$ cat config.mk
export PLATFORM = sky130hd
export DESIGN_NAME = bbr_avg
export DESIGN_NICKNAME = d
export VERILOG_FILES = /design/src/hdl/bbr_pkg.sv /design/src/hdl/bbr_avg.sv
export SDC_FILE = /design/constraint.sdc
export NUM_CORES = 2
export LEC_CHECK = 0
export BUFFER_PORTS_ARGS = -buffer_cell sky130_fd_sc_hd__buf_4
export CAP_MARGIN = 5
export CORE_MARGIN = 10
export CORE_UTILIZATION = 55
export DETAILED_ROUTE_END_ITERATION = 10
export PLACE_DENSITY_LB_ADDON = 0.3
export SYNTH_ARGS = -nofsm -noshare
export SYNTH_HDL_FRONTEND = slang
export SYNTH_SLANG_ARGS = --single-unit
$ cat constraint.sdc
create_clock -name clk_i -period 16.2 [get_ports clk_i]
set_input_delay 3.24 -clock clk_i [delete_from_list [all_inputs] [get_ports clk_i]]
set_output_delay 3.24 -clock clk_i [all_outputs]
set_load 0.05 [all_outputs]
$ cat src/hdl/bbr_pkg.sv
// Shared types and constants for the 3x3 RGB box blur.
// No dependencies; used by bbr_avg and box_blur_3x3_rgb.
`default_nettype none

package bbr_pkg;

  localparam int CHAN_W       = 8;
  localparam int SUM_W        = 12;   // nine 8-bit values plus rounding half
  localparam int CNT_W        = 4;    // neighbor count, 1..9
  localparam int IMG_WIDTH_W  = 11;
  localparam int IMG_HEIGHT_W = 13;
  localparam int CFG_DATA_W   = 13;
  localparam int CFG_INDEX_W  = 1;

  localparam logic [CFG_INDEX_W-1:0] CFG_IMAGE_WIDTH  = 1'b0;
  localparam logic [CFG_INDEX_W-1:0] CFG_IMAGE_HEIGHT = 1'b1;

  localparam logic [IMG_WIDTH_W-1:0]  IMG_WIDTH_RST  = 11'd1024;
  localparam logic [IMG_HEIGHT_W-1:0] IMG_HEIGHT_RST = 13'd1;

  typedef struct packed {
    logic [CHAN_W-1:0] red;
    logic [CHAN_W-1:0] green;
    logic [CHAN_W-1:0] blue;
  } pixel_t;

  // [row][col], row 0 = top, col 0 = left
  typedef pixel_t [2:0][2:0] window_t;

  // one line buffer entry: two rows of the same column
  typedef struct packed {
    pixel_t above;
    pixel_t current;
  } line_t;

  // which neighbors lie inside the image
  typedef struct packed {
    logic top;
    logic bottom;
    logic left;
    logic right;
  } mask_t;

endpackage

`default_nettype wire

$ cat src/hdl/bbr_avg.sv
// Masked 3x3 sum and rounded mean per channel (reciprocal multiply).
// Depends on bbr_pkg.
`default_nettype none

module bbr_avg (
  input  wire logic             clk_i,
  input  wire logic             load_i,
  input  wire bbr_pkg::window_t win_i,
  input  wire bbr_pkg::mask_t   mask_i,
  output bbr_pkg::pixel_t       avg_o
);

  localparam int RecipW = 17;
  localparam int Shift  = 16;
  localparam int ProdW  = bbr_pkg::SUM_W + RecipW;

  // ceil(2^16 / n); exact floor division for any 12-bit numerator
  function automatic logic [RecipW-1:0] recip(input logic [bbr_pkg::CNT_W-1:0] cnt);
    logic [RecipW-1:0] r;
    unique case (cnt)
      4'd1:    r = 17'd65536;
      4'd2:    r = 17'd32768;
      4'd3:    r = 17'd21846;
      4'd4:    r = 17'd16384;
      4'd6:    r = 17'd10923;
      4'd9:    r = 17'd7282;
      default: r = '0;
    endcase
    return r;
  endfunction

  logic [2:0]                  row_en, col_en;
  logic [1:0]                  n_rows, n_cols;
  logic [bbr_pkg::CNT_W-1:0]   cnt;
  logic [bbr_pkg::SUM_W-1:0]   sum_r, sum_g, sum_b;
  logic [bbr_pkg::SUM_W-1:0]   num_r_q, num_g_q, num_b_q;
  logic [RecipW-1:0]           recip_q;
  logic [ProdW-1:0]            prod_r, prod_g, prod_b;

  always_comb begin
    row_en = {mask_i.bottom, 1'b1, mask_i.top};
    col_en = {mask_i.right, 1'b1, mask_i.left};
    n_rows = 2'd1 + 2'(mask_i.top) + 2'(mask_i.bottom);
    n_cols = 2'd1 + 2'(mask_i.left) + 2'(mask_i.right);
    cnt    = bbr_pkg::CNT_W'(n_rows) * bbr_pkg::CNT_W'(n_cols);
    sum_r  = '0;
    sum_g  = '0;
    sum_b  = '0;
    for (int r = 0; r < 3; r++) begin
      for (int c = 0; c < 3; c++) begin
        if (row_en[r] && col_en[c]) begin
          sum_r = sum_r + bbr_pkg::SUM_W'(win_i[r][c].red);
          sum_g = sum_g + bbr_pkg::SUM_W'(win_i[r][c].green);
          sum_b = sum_b + bbr_pkg::SUM_W'(win_i[r][c].blue);
        end
      end
    end
  end

  // numerator already carries the half-up rounding term
  always_ff @(posedge clk_i) begin
    if (load_i) begin
      num_r_q <= sum_r + bbr_pkg::SUM_W'(cnt >> 1);
      num_g_q <= sum_g + bbr_pkg::SUM_W'(cnt >> 1);
      num_b_q <= sum_b + bbr_pkg::SUM_W'(cnt >> 1);
      recip_q <= recip(cnt);
    end
  end

  assign prod_r = ProdW'(num_r_q) * ProdW'(recip_q);
  assign prod_g = ProdW'(num_g_q) * ProdW'(recip_q);
  assign prod_b = ProdW'(num_b_q) * ProdW'(recip_q);

  assign avg_o.red   = prod_r[Shift +: bbr_pkg::CHAN_W];
  assign avg_o.green = prod_g[Shift +: bbr_pkg::CHAN_W];
  assign avg_o.blue  = prod_b[Shift +: bbr_pkg::CHAN_W];

endmodule

`default_nettype wire

# ---- Word level (Yosys, flattened, before mapping)
# Index checks and enable logic that the tools add are counted.
dict set report op_classes {
  addsub 31
  mul 4
  reduce_logical 4
  n_eq_ne 6
  mux 25
}
# cell n
set ops {}
lappend ops {{adder 12 x 8 -> 12 bit} 23}
lappend ops {{2-to-1 mux 12 bit} 20}
lappend ops {{one-hot mux 17 bit (6 select lines)} 1}
lappend ops {{multiplier 12 x 17 -> 24 bit} 3}
lappend ops {{adder 12 x 3 -> 12 bit} 3}
lappend ops {{2-to-1 mux 8 bit} 3}
lappend ops {{adder 8 x 8 -> 9 bit} 1}
lappend ops {{2-to-1 mux 9 bit} 1}
lappend ops {{equality test 4 x 2 -> 1 bit (second input constant)} 2}
lappend ops {{equality test 4 x 3 -> 1 bit (second input constant)} 2}
lappend ops {{adder 1 x 1 -> 2 bit (first input constant)} 2}
lappend ops {{adder 2 x 1 -> 2 bit} 2}
lappend ops {{equality test 4 x 1 -> 1 bit (second input constant)} 1}
lappend ops {{equality test 4 bit (second input constant)} 1}
lappend ops {{logical AND 1 bit} 4}
lappend ops {{multiplier 2 x 2 -> 4 bit} 1}
dict set report totals {
  elab_cells 74
  register_bits 53
  inputBits 222
}

# ---- Longest topological paths before layout
dict set report logic_depth {
  word_depth 18
  ltp_mapped 54
  depth_no_buf 51
}

# ---- Worst setup path before layout
# Ideal clock, no wire load.
dict set report synth_path {
  kind {input-to-reg}
  from {input port mask_i[1] (netlist bit)}
  to {register num_b_q[10] (netlist bit) (data pin)}
  t_required_ns 15.938
  arrival_time_ns 11.940
  n_path_buf 3
  setup_slack_ns 3.998
  cell_stages 49
  path_cell_list {clkbuf_1 clkbuf_1 clkbuf_1 and3_1 ha_1 inv_1 fa_1 nor2b_1 nor2_1 xnor2_1 nand2_1 inv_1 ha_1 nor2b_1 o31a_1 a2111oi_0 a21o_1 ha_1 (+13 left out) ha_1 o21a_1 nor3_1 nand3b_1 o21ai_0 ha_1 a21boi_0 nor2_1 nor2_1 a21oi_1 ha_1 a21oi_1 xnor2_1 a221o_1 or3b_2 o21ai_0 nand2_1 xnor2_1}
}
dict set report synth_between {
  elab_chain_cells 18
  word_cells_on_any_way 22
}
# element line
set synth_rtl {}
lappend synth_rtl {{from (decl)} bbr_avg.sv:9} ;# input wire bbr_pkg::mask_t mask_i,
lappend synth_rtl {{logical AND 1 bit} bbr_avg.sv:51} ;# if (row_en[r] && col_en[c]) begin
lappend synth_rtl {{2-to-1 mux 8 bit} bbr_avg.sv:51}
lappend synth_rtl {{adder 12 x 8 -> 12 bit} bbr_avg.sv:54} ;# sum_b = sum_b + bbr_pkg::SUM_W'(win_i[r][c].blue);
lappend synth_rtl {{2-to-1 mux 12 bit} bbr_avg.sv:51}
lappend synth_rtl {{adder 12 x 8 -> 12 bit} bbr_avg.sv:54}
lappend synth_rtl {{2-to-1 mux 12 bit} bbr_avg.sv:51}
lappend synth_rtl {{adder 12 x 8 -> 12 bit} bbr_avg.sv:54}
lappend synth_rtl {{2-to-1 mux 12 bit} bbr_avg.sv:51}
lappend synth_rtl {{adder 12 x 8 -> 12 bit (2 in series)} bbr_avg.sv:54}
lappend synth_rtl {{2-to-1 mux 12 bit} bbr_avg.sv:51}
lappend synth_rtl {{adder 12 x 8 -> 12 bit} bbr_avg.sv:54}
lappend synth_rtl {{2-to-1 mux 12 bit} bbr_avg.sv:51}
lappend synth_rtl {{adder 12 x 8 -> 12 bit} bbr_avg.sv:54}
lappend synth_rtl {{2-to-1 mux 12 bit} bbr_avg.sv:51}
lappend synth_rtl {{adder 12 x 8 -> 12 bit} bbr_avg.sv:54}
lappend synth_rtl {{2-to-1 mux 12 bit} bbr_avg.sv:51}
lappend synth_rtl {{adder 12 x 3 -> 12 bit *} bbr_avg.sv:65} ;# num_b_q <= sum_b + bbr_pkg::SUM_W'(cnt >> 1);
lappend synth_rtl {{to (signal assigned)} bbr_avg.sv:65}
lappend synth_rtl {{to (decl)} bbr_avg.sv:36} ;# logic [bbr_pkg::SUM_W-1:0] num_r_q, num_g_q, num_b_q;
# Mark *: on every way between the ends. The rest lies on a longest branch, timed or not.
# A chain may end at the register's enable or synchronous reset.

# ---- Worst setup path in the final report
dict set report layout_path {
  from {input port mask_i[1] (netlist bit)}
  to {register num_r_q[11] (netlist bit) (data pin)}
}
dict set report layout_between {
  elab_chain_cells 18
  word_cells_on_any_way 22
}
# element line
set layout_rtl {}
lappend layout_rtl {{logical AND 1 bit} bbr_avg.sv:51}
lappend layout_rtl {{2-to-1 mux 8 bit} bbr_avg.sv:51}
lappend layout_rtl {{adder 8 x 8 -> 9 bit} bbr_avg.sv:52} ;# sum_r = sum_r + bbr_pkg::SUM_W'(win_i[r][c].red);
lappend layout_rtl {{2-to-1 mux 9 bit} bbr_avg.sv:51}
lappend layout_rtl {{adder 12 x 8 -> 12 bit} bbr_avg.sv:52}
lappend layout_rtl {{2-to-1 mux 12 bit} bbr_avg.sv:51}
lappend layout_rtl {{adder 12 x 8 -> 12 bit} bbr_avg.sv:52}
lappend layout_rtl {{2-to-1 mux 12 bit} bbr_avg.sv:51}
lappend layout_rtl {{adder 12 x 8 -> 12 bit (2 in series)} bbr_avg.sv:52}
lappend layout_rtl {{2-to-1 mux 12 bit} bbr_avg.sv:51}
lappend layout_rtl {{adder 12 x 8 -> 12 bit} bbr_avg.sv:52}
lappend layout_rtl {{2-to-1 mux 12 bit} bbr_avg.sv:51}
lappend layout_rtl {{adder 12 x 8 -> 12 bit} bbr_avg.sv:52}
lappend layout_rtl {{2-to-1 mux 12 bit} bbr_avg.sv:51}
lappend layout_rtl {{adder 12 x 8 -> 12 bit} bbr_avg.sv:52}
lappend layout_rtl {{2-to-1 mux 12 bit} bbr_avg.sv:51}
lappend layout_rtl {{adder 12 x 3 -> 12 bit *} bbr_avg.sv:63} ;# num_r_q <= sum_r + bbr_pkg::SUM_W'(cnt >> 1);
lappend layout_rtl {{to (signal assigned)} bbr_avg.sv:63}
lappend layout_rtl {{to (decl)} bbr_avg.sv:36}
# Marks and branches as above.

==> flow_summary.ini <==
[clocking]
cts_tree = built
h-tree-depth = 2
cts-root-buf = clkbuf_16
post_cts_buffers = 0
cts_buffers = 5
cts_hold_buf = 0
cts.clk_slew.worst_paths_ps = 60
cts.path.max_buffers = 2
cts-resized-gates = 0
cts.sinks = 44

[floorplanning]
initial_core_util_pct = 55.5
die_w_um = 239
core_region_area_um2 = 47500
die_h_um = 239
die_area_um2 = 57100
io_pins = 246
std_cell_rows = 80

[sta]
timing.final.crit_share_pct = 79.7
max-slew-margin-rel_pct = 8.63
fmax_mhz = 77.5
maxSlewViolCount = 0
rsz0062_at_grt = false
finalHoldViolCount = 0
hold_ws_ps = 3460
tns_ps = 0
finalSetupViolations = 0
worst_pin_slew_ps = 1370
fin_crit_ps = 12910

[worst_setup_path]
crit_path_max_fanout = 67
cpPeakStageDelay_ps = 520
critPathRequiredTime_ps = 16230
end_kind = flop
arrival_ps = 12940
slowest_stage = mux4_2
criticalPathCategory = in -> reg
startpoint_type = primary input
cpMostUsedCell = ha_1

[detailed_routing]
num_vias = 22000
drt-total-wl_mm = 71.8
wirelength_met1_mm = 29.3
wl_met3_mm = 4.44
viasPerCell = 5.61
drcViolationCount = 0
detail-route-antenna-nets = 0
wl_met2_mm = 36.4
drtIter0Drc = 1168
wire_per_inst_um = 18.3
dr.pass1.iters = 5
highest_layer = met5

[placement]
dp.cells = 3903
place_hpwl_mm = 62.9
io_buffer_count = 245
place_area_um2 = 28800
gp_congestion = 0.910

[yosys]
synth_top_family_by_area = adder cells
synth.distinct_cells = 82
synthAdderAreaFrac_pct = 46.5
async_reset_ff_share_pct = 0
avgSynthCellArea_um2 = 8.51
synthSimpleGateAreaFrac_pct = 16.4
muxShareOfSynthArea_pct = 1.93
synth_seq_cells = 44
synth_flop_cell = edfxtp_1
synth_compound_area_share_pct = 14.6
yosysWarnings = 0
synth_xor_area_share_pct = 6.80
yosysSeqAreaShare_pct = 5.01
syn_inst = 3100
synth_edf_count = 44
syn_nets = 4059
syn_area_um2 = 26400

[final_layout]
final_layout_size_suffix_gt1_share_pct = 9.77
stdcell_area_um2 = 29000
nets = 4254
syn_to_final_growth_pct = 9.92
layout_common_cells = inv_1, fa_1, ha_1, buf_4, nor2_1
fillers = 4169
layout_commonest_cell = inv_1
instances_no_fill = 3914

[global_route]
grt_overflow = 0
grt_max_degree = 68
antenna_found_initial = 11
grt_pass1_wl_mm = 118
gr-usage-all-layers_pct = 25.4
first_global_vias = 23400

[job]
cap_viol_max_count = 0

[run_status]
status = completed

[worst_hold_path]
hold_depth = 1
min_from = load_i
hold_path_class = in -> reg
hold_end = num_r_q[6]
how the worst max path moves through the flow:
| stage | start | to | slack, ps | depth (start not counted) |
|---|---|---|---|---|
| after floorplan | mask_i[1] | num_b_q[10] | 4000 | 49 |
| after global placement | mask_i[1] | num_r_q[11] | 3520 | 40 |
| after detailed placement | mask_i[1] | num_r_q[11] | 3130 | 47 |
| after CTS | mask_i[1] | num_r_q[11] | 3430 | 47 |
| after global routing | mask_i[1] | num_g_q[10] | 2450 | 47 |
| final | mask_i[1] | num_r_q[11] | 3290 | 47 |
synth_stat cells, types with 11 or more instances:
| cell | number | share of area, % |
|---|---|---|
| a21o_1 | 64 | 1.8 |
| o31a_1 | 13 | 0.43 |
| xnor2_1 | 131 | 4.3 |
| a21oi_1 | 156 | 3.0 |
| nor3b_1 | 12 | 0.34 |
| or2_2 | 12 | 0.28 |
| edfxtp_1 | 44 | 5.0 |
| clkbuf_1 | 55 | 0.78 |
| o211ai_1 | 11 | 0.31 |
| o21ai_0 | 120 | 2.3 |
| a211oi_1 | 31 | 0.88 |
| nand3_1 | 37 | 0.70 |
| a21boi_0 | 13 | 0.37 |
| ha_1 | 335 | 16 |
| mux2i_1 | 25 | 0.95 |
| nand2b_1 | 17 | 0.40 |
| xor2_1 | 67 | 2.2 |
| nor3_1 | 46 | 0.87 |
| nor2_1 | 231 | 3.3 |
| and3_1 | 42 | 1.0 |
| mux2_2 | 15 | 0.64 |
| and2_1 | 183 | 4.3 |
| buf_1 | 14 | 0.20 |
| nor2b_1 | 45 | 1.1 |
| o31ai_1 | 19 | 0.54 |
| o21bai_1 | 26 | 0.74 |
| fa_1 | 402 | 30 |
| nand2_1 | 212 | 3.0 |
| inv_1 | 540 | 7.7 |
| o21a_1 | 48 | 1.4 |
cell families (layout without fill, tap and decap cells):
logic type / after synthesis / after routing
flip-flops: 44 / 44
buffers and inverters: 611 / 807
adder cells (fa/ha/maj): 741 / 741
XOR/XNOR: 201 / 201
AND/OR/NAND/NOR: 875 / 875
AO/OA/AOI/OAI: 584 / 584
other: 0 / 3
multiplexers: 44 / 44
metrics by stage:
stage	utilization (%)	setup WS, ps
floorplan	-	4000
global route	61.0	2450
finish	61.0	3290
CTS	61.0	3430
detailed placement	60.6	3130
global placement	60.6	3520
final cells by class:
type	instances	area (um^2)	area share (%)
inverter	542	2030	7.01
clock inverter	3	42.5	0.147
sequential	44	1320	4.56
multi-input combinational	2445	22800	78.5
timing repair buffer	257	1930	6.65
antenna	3	7.51	0.0259
tap	615	769	2.65
clock buffer	5	125	0.431
registers in the layout, indices dropped and copies added (netlist names):
name     cells
num_b_q     12
num_g_q     12
num_r_q     12
recip_q      8
critical path: cells and delay by family:
kind	cells	cell delay (ps)
buffers and inverters	4	760
XOR/XNOR	4	490
AND/OR/NAND/NOR	9	1430
multiplexers	2	600
adder cells (fa/ha/maj)	10	2960
AO/OA/AOI/OAI	18	3420
metal layers:
metal	up-vias	track usage, %
met5	-	0
met3	102	4.83
li1	10600	-
met2	570	46.0
met4	16	6.17
met1	10700	30.3
Power is left out: the tool's default activity adds up to more than one toggle a clock period on the data nets, which glitch-free logic cannot reach.
